## config.mk

```make
export PLATFORM = sky130hd
export DESIGN_NAME = qmr_prep
export DESIGN_NICKNAME = d
export VERILOG_FILES = /design/src/sv/qmr_pkg.sv /design/src/sv/qmr_prep.sv
export SDC_FILE = /design/constraint.sdc
export NUM_CORES = 1
export LEC_CHECK = 0
export BUFFER_PORTS_ARGS = -buffer_cell sky130_fd_sc_hd__buf_2
export CELL_PAD_IN_SITES_DETAIL_PLACEMENT = 2
export CELL_PAD_IN_SITES_GLOBAL_PLACEMENT = 2
export CORE_AREA = 2 2 349 351
export CTS_CLUSTER_SIZE = 20
export DETAILED_ROUTE_END_ITERATION = 10
export DIE_AREA = 0 0 351 353
export GPL_TIMING_DRIVEN = 0
export PLACE_DENSITY_LB_ADDON = 0.1
export SLEW_MARGIN = 30
export SYNTH_ARGS = -nofsm -noshare
export SYNTH_HDL_FRONTEND = slang
export SYNTH_SLANG_ARGS = --single-unit
```

## constraint.sdc

```tcl
create_clock -name clock -period 5.7 [get_ports clock]
set_input_delay 0.855 -clock clock [delete_from_list [all_inputs] [get_ports clock]]
set_output_delay 0.855 -clock clock [all_outputs]
set_load 0.01 [all_outputs]
```

## src/sv/qmr_pkg.sv

```systemverilog
`timescale 1ns / 1ps
`default_nettype none
// Shared types and constants of the quaternion multiply/rotate unit.
// Used by every module of the block; depends on nothing.
package qmr_pkg;

   localparam int WORD_BITS = 32;

   typedef logic signed [WORD_BITS-1:0] word_type;

   localparam word_type WORD_MAX = {1'b0, {(WORD_BITS-1){1'b1}}};
   localparam word_type WORD_MIN = {1'b1, {(WORD_BITS-1){1'b0}}};
   localparam word_type WORD_ZERO = '0;

   typedef enum logic [1:0] {
      FUNC_MUL    = 2'd0,
      FUNC_CONJ   = 2'd1,
      FUNC_ROT    = 2'd2,
      FUNC_UNUSED = 2'd3
   } func_type;

   typedef struct packed {
      word_type r;
      word_type i;
      word_type j;
      word_type k;
   } quat_type;

   typedef struct packed {
      logic [1:0] func;
      word_type   a_r;
      word_type   a_i;
      word_type   a_j;
      word_type   a_k;
      word_type   b_r;
      word_type   b_i;
      word_type   b_j;
      word_type   b_k;
   } req_type;

   typedef struct packed {
      word_type res_r;
      word_type res_i;
      word_type res_j;
      word_type res_k;
      logic     overflow;
   } rsp_type;

   typedef struct packed {
      logic [1:0] func;
      quat_type   a;
      quat_type   c;
      logic       ovc;
      quat_type   t1;
      logic       ov1;
   } side_type;

endpackage
`default_nettype wire

```

## src/sv/qmr_prep.sv

```systemverilog
`timescale 1ns / 1ps
`default_nettype none
// Input stage: saturating conjugate of a and operand select for the first product.
// Depends on qmr_pkg.
module qmr_prep (
   input  wire logic              clock,
   input  wire logic              reset,
   input  wire logic              in_valid,
   input  wire qmr_pkg::req_type  in_data,
   output logic                   out_valid,
   output qmr_pkg::quat_type      out_x,
   output qmr_pkg::quat_type      out_y,
   output qmr_pkg::side_type      out_side
);
   import qmr_pkg::*;

   logic     valid_ff;
   quat_type x_ff, x_in;
   quat_type y_ff, y_in;
   side_type side_ff, side_in;

   function automatic word_type sneg(input word_type v);
      return (v == WORD_MIN) ? WORD_MAX : -v;
   endfunction

   always_comb begin
      quat_type a, b, c;
      a = '{in_data.a_r, in_data.a_i, in_data.a_j, in_data.a_k};
      b = '{in_data.b_r, in_data.b_i, in_data.b_j, in_data.b_k};
      c = '{in_data.a_r, sneg(in_data.a_i), sneg(in_data.a_j), sneg(in_data.a_k)};
      side_in      = '0;
      side_in.func = in_data.func;
      side_in.a    = a;
      side_in.c    = c;
      side_in.ovc  = (in_data.a_i == WORD_MIN) || (in_data.a_j == WORD_MIN) ||
                     (in_data.a_k == WORD_MIN);
      if (in_data.func == FUNC_ROT) begin
         x_in = '{WORD_ZERO, in_data.b_i, in_data.b_j, in_data.b_k};
         y_in = c;
      end else begin
         x_in = a;
         y_in = b;
      end
   end

   always_ff @(posedge clock) begin
      if (reset) begin
         valid_ff <= 1'b0;
      end else begin
         valid_ff <= in_valid;
      end
   end

   always_ff @(posedge clock) begin
      x_ff    <= x_in;
      y_ff    <= y_in;
      side_ff <= side_in;
   end

   assign out_valid = valid_ff;
   assign out_x     = x_ff;
   assign out_y     = y_ff;
   assign out_side  = side_ff;

endmodule
`default_nettype wire

```

After elaboration in Yosys (flattened, before gate mapping)

Index checks and enable logic that the tools add are counted.
W data, S select, Z words.

Output and inout bits: 645
Logic and storage cells: 32
Input bits: 261
Flip-flop bits (word level): 484

Reductions and logical operators: 2
Equality and inequality tests: 4
Muxes and demuxes: 5
$add $sub $neg: 3

Operator list:

| kind                   | count |
|---|---|
| $mux W128              | 1 |
| $eq A32 B32 Y1 const B | 3 |
| $mux W32               | 3 |
| $mux W96               | 1 |
| $neg A32 Y32           | 3 |
| $eq A2 B2 Y1 const B   | 1 |
| $logic_or A1 B1 Y1     | 2 |

Depth between registers and ports, before layout

Gate-level depths: netlist (run 1).

Depth after elaboration: 3
Gate-level depth with buffers: 9

Least setup slack after synthesis (run 1)

OpenSTA, ideal clock, no wires.

Kind: input-to-reg
From: input in_data[192] (netlist bit)
To: register y_ff (netlist bit out_y[78])
Slack: 2.762 ns
Stages on the path: 8
Data required time: 5.564 ns
Library setup time: 0.136 ns
Arrival time: 2.802 ns
Path through: inv_1 -> ha_1 -> or4b_2 -> or3_1 -> buf_6 -> or3_1 -> xnor2_1 -> a31oi_1

RTL lines:

| what                   | RTL line       | RTL |
|---|---|---|
| start: declaration     | qmr_prep.sv:9  | `input wire qmr_pkg::req_type in_data,` |
| end signal: assignment | qmr_prep.sv:56 | `y_ff <= y_in;` |
| end: declaration       | qmr_prep.sv:19 | `quat_type y_ff, y_in;` |

==> results.json, run 1 <==
{
  "avgSynthCellArea_um2": 9.55,
  "crit_type": "input pin to flop",
  "cts_resized": 0,
  "coreArea_um2": 121000,
  "syn_to_final_growth_pct": 54.5,
  "syn_inst": 1698,
  "tightest_slew_ns": 0.896,
  "crit_path_start_kind": "input pin",
  "p_leak_uw": 0.0121,
  "cts_tree": "done",
  "io_buffers": 776,
  "end_kind": "flop",
  "grt_max_degree": 13,
  "seqPwrFrac": 0.406,
  "drt_iter0_markers": 440,
  "ir_worst_vdd_uv": 173,
  "p_clk_frac": 0.470,
  "hp-class": "input pin to flop",
  "clkSinkCount": 484,
  "fin_nets": 2941,
  "ys_seq_elements": 484,
  "drc_errors": 0,
  "initial_core_util": 0.134,
  "place_area_um2": 22800,
  "numCtsBuffers": 67,
  "dp_cells": 4232,
  "hold_viol_final": 0,
  "wirelength_mm": 95.3,
  "synth.area.top_cells": "dfxtp_1, nand2_1, buf_4, a31oi_1, nor2_1",
  "cts_hold_buf": 0,
  "synthFlopType": "dfxtp_1",
  "internal_power_uw": 6620,
  "ant_nets": 0,
  "period_share": 0.598,
  "cts_htree_levels": 3,
  "worstHoldStart": "in_data[240]",
  "yosysUniqueCellTypes": 50,
  "ys_seq_area_frac": 0.598,
  "fin_crit_ns": 3.41,
  "syn_area_um2": 16200,
  "finalNonFillerCells": 4362,
  "first_pass_iters": 4,
  "relSlewSlack": 0.397,
  "drv_cap": 0,
  "fin_area_um2": 25000,
  "die_x_um": 351,
  "rsz0062_at_grt": "false",
  "critPathLaunch": "in_data[139]",
  "wl_per_cell_um": 21.8,
  "drv_slew": 0,
  "vias_per_cell": 3.54,
  "path_clk_slew_ns": 0.06,
  "place_congestion": 0.760,
  "synth_warnings": 0,
  "p_sw_frac": 0.272,
  "synth_top_area_share": 0.598,
  "grt_antenna_before_repair": 21,
  "crit_fanout": 10,
  "whs_path_depth": 1,
  "synth.largest_area_cell": "dfxtp_1",
  "power_uw": 9090,
  "dieArea_um2": 124000,
  "track_usage": 0.149,
  "setup_tns_ns": 0,
  "rows": 128,
  "grt_pass1_wl_mm": 132,
  "combPwrFrac": 0.124,
  "grt.overflow.total": 0,
  "io_pins": 906,
  "final_util": 0.208,
  "power.switching_uw": 2470,
  "worstPathArrival_ns": 3.94,
  "grt_pass1_vias": 17100,
  "worstPathRequired_ns": 6.23,
  "status": "finished clean",
  "root_buffer": "clkbuf_16",
  "hpwl_mm": 78.0,
  "clockBufferDepth": 3,
  "post_cts_buffers": 0,
  "finalSetupViolations": 0,
  "drive_gt1_frac": 0.405,
  "die_h_um": 353,
  "async_flop_share": 0,
  "p_per_area_nw_per_um2": 363,
  "synth_edf_count": 0,
  "max_freq_ghz": 0.294,
  "vias": 15400
}
-- logic make-up (layout without fill, tap and decap cells) --
group	count (synthesis)	after routing	synth area share
adder cells (fa/ha/maj)	3	3	0.00232
flip-flops	484	484	0.598
XOR/XNOR	60	60	0.0324
other	1	140	0.000231
multiplexers	30	30	0.0201
AO/OA/AOI/OAI	120	120	0.0459
buffers and inverters	250	1150	0.0963
AND/OR/NAND/NOR	750	750	0.205
-- metrics by stage --
step / hold WS [ns] / setup slack, ns
after floorplan: 0.883 / 2.76
after detailed placement: 0.991 / 1.70
after global placement: 0.989 / 1.23
after CTS: 0.289 / 2.40
after global routing: 0.312 / 2.13
final: 0.356 / 2.29
-- routing by layer --
metal,track usage,share of wire
met1,0.162,0.39
met2,0.274,0.51
met3,0.0519,0.083
met4,0.0322,0.018
met5,0,0.00067
-- sequential cells by signal, summed over array words and instances, names as in the netlist --
signal	flops
out_side	227
out_y	128
out_x	128
out_valid	1
-- final cells by class --
class,count,area [um2]
inverter,10,37.5
antenna,11,27.5
clock inverter,23,277
fill,14000,95600
multi-input combinational,1092,5490
timing repair buffer,782,4000
sequential,484,9690
buffer,240,1540
tap,1625,2030
clock buffer,95,1950
-- power groups by stage --
stage / clock (uW) / combinational (uW) / sequential (uW)
after global routing: 4620 / 1240 / 3710
final: 4280 / 1130 / 3690
after global placement: 0 / 1140 / 3760
after detailed placement: 0 / 1160 / 3760
after CTS: 4480 / 1160 / 3690
after floorplan: 0 / 350 / 3880
-- path summary, 6_finish.rpt --
check / end
max: out_y[27]
min: out_side[242]
-- critical path, cell delays in order --
cell	delay [ns]
buf_2	0.14
nor4_2	0.80
nand3_1	0.55
nand3b_1	0.40
clkbuf_1	0.36
buf_1	0.49
a31oi_1	0.31
-- cells in the final DEF, fill, tap and decap left out, types with 4 or more instances in the layout --
cell,count
or4_1,11
nand2b_1,5
clkbuf_2,12
and2_1,34
nand2_1,470
diode_2,11
inv_1,10
nor2_1,106
xnor2_1,20
o21ai_0,19
conb_1,129
buf_4,161
dfxtp_1,484
or3_1,11
nor4_2,8
a21oi_1,14
nand3_1,7
or2_2,4
nand4_1,6
clkbuf_16,68
a31oi_1,66
nor4_1,21
mux2_2,16
buf_2,779
xor2_1,40
clkbuf_8,15
inv_6,4
bufinv_16,4
clkbuf_1,70
buf_1,5
nor3_1,37
clkinv_2,8
mux2i_1,13
o31ai_1,11
-- synthesized netlist by cell type (all sizes together) (2+ instances only) --
cell type  instances
a22o               2
or2                4
and4b              2
and4               3
and3               2
xor2              40
nor4              32
o41ai              3
nor2             107
or4               12
nor3b              4
nand2b             5
or3               11
inv               10
nand2            470
mux2i             13
o21ai             19
nor4b              4
buf              170
a21oi             14
clkbuf            70
o31ai             11
a21boi             2
or3b               2
nand4              6
nand4b             2
dfxtp            484
nor3              37
nor2b              3
a31oi             66
mux2              17
ha                 3
nand3              8
and2              34
o21a               2
xnor2             20
Note: power is estimated with default switching activity, not from simulation.
==> run 2, diff against run 1 <==
CORE_AREA = 2 2 358 360   (was 2 2 349 351)
DIE_AREA = 0 0 360 362   (was 0 0 351 353)
clock period = 3 ns   (was 5.7 ns; I/O delays follow)
==> run 2 against run 1 <==
Compared with the run above:
- critical path depth rose by 1
- final area rose by 10%
- core utilization rose by 1.1 points
- critical path type unchanged
- critical endpoint is now out_y[56]
- largest cell class unchanged
- highest routed layer unchanged
==> results.json, run 2 (synthesis gave the netlist of run 1 again) <==
{
  "initial_core_util": 0.128,
  "cts_htree_levels": 3,
  "rsz0062_at_grt": "false",
  "period_share": 0.969,
  "io_buffers": 776,
  "cts_tree": "done",
  "crit_fanout": 10,
  "die_h_um": 362,
  "grt.overflow.total": 0,
  "io_pins": 906,
  "min_to": "out_x[85]",
  "finalSetupViolations": 0,
  "drc_errors": 0,
  "drv_cap": 0,
  "drv_slew": 0,
  "critPathMaxStageDelay_ns": 0.57,
  "track_usage": 0.150,
  "place_congestion": 0.736,
  "num-fill-cells": 14600,
  "crit_path_start_kind": "input pin",
  "end_kind": "flop",
  "largest_reg_flops": 227,
  "grt_antenna_before_repair": 13,
  "hpwl_mm": 79.7,
  "vias_per_cell": 3.53,
  "hold_viol_final": 0,
  "met2_length_mm": 50.1,
  "path_clk_slew_ns": 0.05,
  "crit_path_top_delay_cell": "mux2i_2",
  "wirelength_mm": 99.9,
  "drive_gt1_frac": 0.373,
  "numCtsBuffers": 69,
  "fin_nets": 3189,
  "drt_iter0_markers": 486,
  "wl_met3_mm": 7.83,
  "clockBufferDepth": 3,
  "tightest_slew_ns": 1.02,
  "routedLengthMet1_mm": 39.0,
  "hp-class": "input pin to flop",
  "clkSinkCount": 484,
  "dieArea_um2": 130000,
  "highest_layer": "met5",
  "timing.hold.ws_ns": 0.0530,
  "wl_per_cell_um": 21.5,
  "status": "finished clean",
  "worstPathArrival_ns": 3.51,
  "crit_chain": "dlygate4sd3_1, buf_2, nor4_1, nand4b_1, clkbuf_1, nor2_1, mux2i_2, mux2_2",
  "p_leak_uw": 0.0132,
  "worstPathRequired_ns": 3.60,
  "worstHoldStart": "in_data[85]",
  "syn_to_final_growth_pct": 70.6,
  "fin_crit_ns": 2.91,
  "ir_worst_vdd_uv": 369,
  "power_uw": 18100,
  "crit_type": "input pin to flop",
  "ant_nets": 0,
  "grt_pass1_wl_mm": 139,
  "rows": 131,
  "max_freq_ghz": 0.344,
  "root_buffer": "clkbuf_16",
  "whs_path_depth": 3,
  "layout_commonest_cell": "buf_2",
  "die_x_um": 360,
  "relSlewSlack": 0.320,
  "grt_pass1_vias": 18400,
  "vias": 16400,
  "first_pass_iters": 7,
  "p_per_area_nw_per_um2": 654,
  "coreArea_um2": 127000,
  "grt_max_degree": 12,
  "layout_common_cells": "buf_2, dfxtp_1, nand2_1, dlygate4sd3_1, buf_4"
}
==> run 2: how the worst max path moves through the flow <==
stage / startpoint / endpoint / slack [ns]
finish: in_data[171] / out_y[56] / 0.09
detailed placement: in_data[128] / out_y[31] / -0.63
floorplan: in_data[192] / out_y[78] / 0.47
global placement: in_data[139] / out_y[25] / -1.09
global route: in_data[171] / out_y[60] / 0.01
CTS: in_data[222] / out_y[85] / 0.002
==> run 2: worst max-delay path, delay by kind of cell <==
kind                   cells  cell delay (ns)
AND/OR/NAND/NOR            3             1.15
buffers and inverters      3             1.05
multiplexers               2             0.84
==> run 2: cell type report <==
class / count / area, um2 / area share
sequential: 484 / 9690 / 0.350
timing repair buffer: 1028 / 6430 / 0.232
multi-input combinational: 1092 / 5520 / 0.200
tap: 1662 / 2080 / 0.0752
clock buffer: 96 / 1970 / 0.0712
buffer: 240 / 1540 / 0.0557
clock inverter: 25 / 380 / 0.0138
inverter: 10 / 37.5 / 0.00136
antenna: 5 / 12.5 / 0.000452
==> run 2: where the power goes <==
group | switching [uW] | total (uW) | internal [uW] | leakage, uW
logic | 1440 | 2440 | 1000 | 0.00800
registers | 125 | 7010 | 6880 | 0.00408
clock network | 3300 | 8650 | 5350 | 0.00116
total | 4860 | 18100 | 13200 | 0.0132
==> run 2: through the flow <==
stage,cells,utilization,setup TNS [ns],area (um2),setup WS [ns]
floorplan,1826,-,0,16700,0.467
global placement,4264,0.179,-170.00,22700,-1.09
detailed placement,4268,0.180,-38.42,22800,-0.632
CTS,4637,0.218,0,27600,0.00226
global route,4641,0.218,0,27700,0.0134
finish,4642,0.218,0,27700,0.0927
==> run 2: timing repair <==
item | in CTS | in global routing
endpoints found under the hold margin | 299 | 0
buffers inserted | 0 | 0
endpoints found under the setup margin | 0 | 45
hold buffers | 248 | 0
gates resized for setup | 0 | 10
==> run 2: routing by layer <==
| layer | vias up | track usage |
|---|---|---|
| met5 | - | 0 |
| met3 | 128 | 0.0526 |
| met1 | 7898 | 0.163 |
| met2 | 677 | 0.269 |
| li1 | 7698 | - |
| met4 | 6 | 0.0505 |
==> run 3, diff against run 2 <==
BUFFER_PORTS_ARGS = not set   (was -buffer_cell sky130_fd_sc_hd__buf_2)
CORE_AREA = 2 2 349 351   (was 2 2 358 360)
DIE_AREA = 0 0 351 353   (was 0 0 360 362)
DONT_BUFFER_PORTS = 1   (was not set)
==> run 3 against run 2 <==
Compared with the run above:
- flip-flop and latch count unchanged
- final area fell by 14%
- clock power shrank 5.4%
- core utilization is 2.0 points lower
- global-route usage grew 0.13 points
- critical path type unchanged
- critical endpoint is now out_y[87]
- largest cell class unchanged
- largest power group unchanged
==> results.json, run 3 (synthesis gave the netlist of run 1 again) <==
{
  "grt_use_met3": 0.0546,
  "grt_pass1_wl_mm": 129,
  "place_congestion": 0.718,
  "p_per_area_nw_per_um2": 713,
  "grt.overflow.total": 0,
  "finalSetupViolations": 0,
  "fin_ws_ns": 0.323,
  "rsz0062_at_grt": "false",
  "worstPathArrival_ns": 3.17,
  "num-fill-cells": 13800,
  "wirelength_mm": 96.8,
  "largest_reg_flops": 227,
  "busiest_layer": "met2",
  "crit_path_start_kind": "input pin",
  "end_kind": "flop",
  "grt_max_degree": 12,
  "drive_gt1_frac": 0.148,
  "layout_common_cells": "dfxtp_1, nand2_1, dlygate4sd3_1, buf_4, conb_1",
  "cts_htree_levels": 3,
  "ant_nets": 0,
  "p_leak_uw": 0.0102,
  "worstPathRequired_ns": 3.49,
  "post_cts_buffers": 0,
  "period_share": 0.892,
  "hp-class": "input pin to flop",
  "root_buffer": "clkbuf_16",
  "crit_fanout": 10,
  "relSlewSlack": 0.367,
  "status": "finished clean",
  "grt_antenna_before_repair": 16,
  "fin_crit_ns": 2.68,
  "coreArea_um2": 121000,
  "clkSinkCount": 484,
  "fin_nets": 2429,
  "initial_core_util": 0.134,
  "drv_cap": 0,
  "cts_tree": "done",
  "dp_cells": 3457,
  "use_met2": 0.274,
  "die_h_um": 353,
  "clockBufferDepth": 3,
  "drt_iter0_markers": 477,
  "track_usage": 0.151,
  "numCtsBuffers": 66,
  "timing.hold.ws_ns": 0.0367,
  "die_x_um": 351,
  "tightest_slew_ns": 0.949,
  "hpwl_mm": 72.3,
  "finalNonFillerCells": 3846,
  "drc_errors": 0,
  "layout_commonest_cell": "dfxtp_1",
  "place_ws_ns": -0.862,
  "grt_pass1_vias": 15300,
  "vias": 13500,
  "hold_viol_final": 0,
  "ir_worst_vdd_uv": 328,
  "dieArea_um2": 124000,
  "grt_util_met1": 0.163,
  "io_buffers": 0,
  "drv_slew": 0,
  "wl_per_cell_um": 25.2,
  "vias_per_cell": 3.51,
  "setup_tns_ns": 0,
  "io_pins": 906,
  "power_uw": 17000,
  "syn_to_final_growth_pct": 47.2,
  "crit_type": "input pin to flop",
  "rows": 128,
  "first_pass_iters": 4,
  "max_freq_ghz": 0.374,
  "path_clk_slew_ns": 0.05
}
[run 3: report_power, final]
group	internal, uW	switching (uW)
Sequential	6890	559
Combinational	609	769
Clock	4990	3190
Total	12500	4510
[run 3: cell type report]
type | count | area [um2] | area share
inverters | 10 | 37.5 | 0.00157
plain buffers | 240 | 1540 | 0.0645
well taps | 1625 | 2030 | 0.0852
clock inverters | 20 | 308 | 0.0129
repair buffers | 271 | 2780 | 0.117
flip-flops and latches | 484 | 9690 | 0.406
diodes | 8 | 20.0 | 0.000839
clock buffers | 96 | 1930 | 0.0807
multi-input cells | 1092 | 5520 | 0.231
[run 3: timing repair]
item | in CTS | in global routing
gates cloned | 0 | 0
endpoints found under the setup margin | 2 | 1
endpoints found under the hold margin | 456 | 0
resized for setup | 3 | 3
hold buffers | 265 | 0
pin swaps | 0 | 0
[run 3: layer usage]
layer / part of all wire / up-vias
li1: - / 6189
met5: 0.00042 / -
met1: 0.38 / 6552
met4: 0.023 / 6
met3: 0.082 / 103
met2: 0.51 / 633
[run 3: final timing paths]
check,from,end,slack (ns),cells after the start
max,in_data[192],out_y[87],0.32,7
min,in_data[160],out_side[162],0.04,2
[run 3: metrics by stage]
step,util,area [um2]
5_1_grt,0.198,23800
2_1_floorplan,-,16700
6_report,0.198,23900
3_5_place_dp,0.157,18900
3_3_place_gp,0.155,18700
4_1_cts,0.197,23800
[run 3: worst max-delay path, cell delays in order]
cell and delay, ns:
inv_1 0.09, ha_1 0.25, or4b_2 0.69, nor3_1 0.50
nand3_2 0.34, clkbuf_1 0.41, a31oi_2 0.43
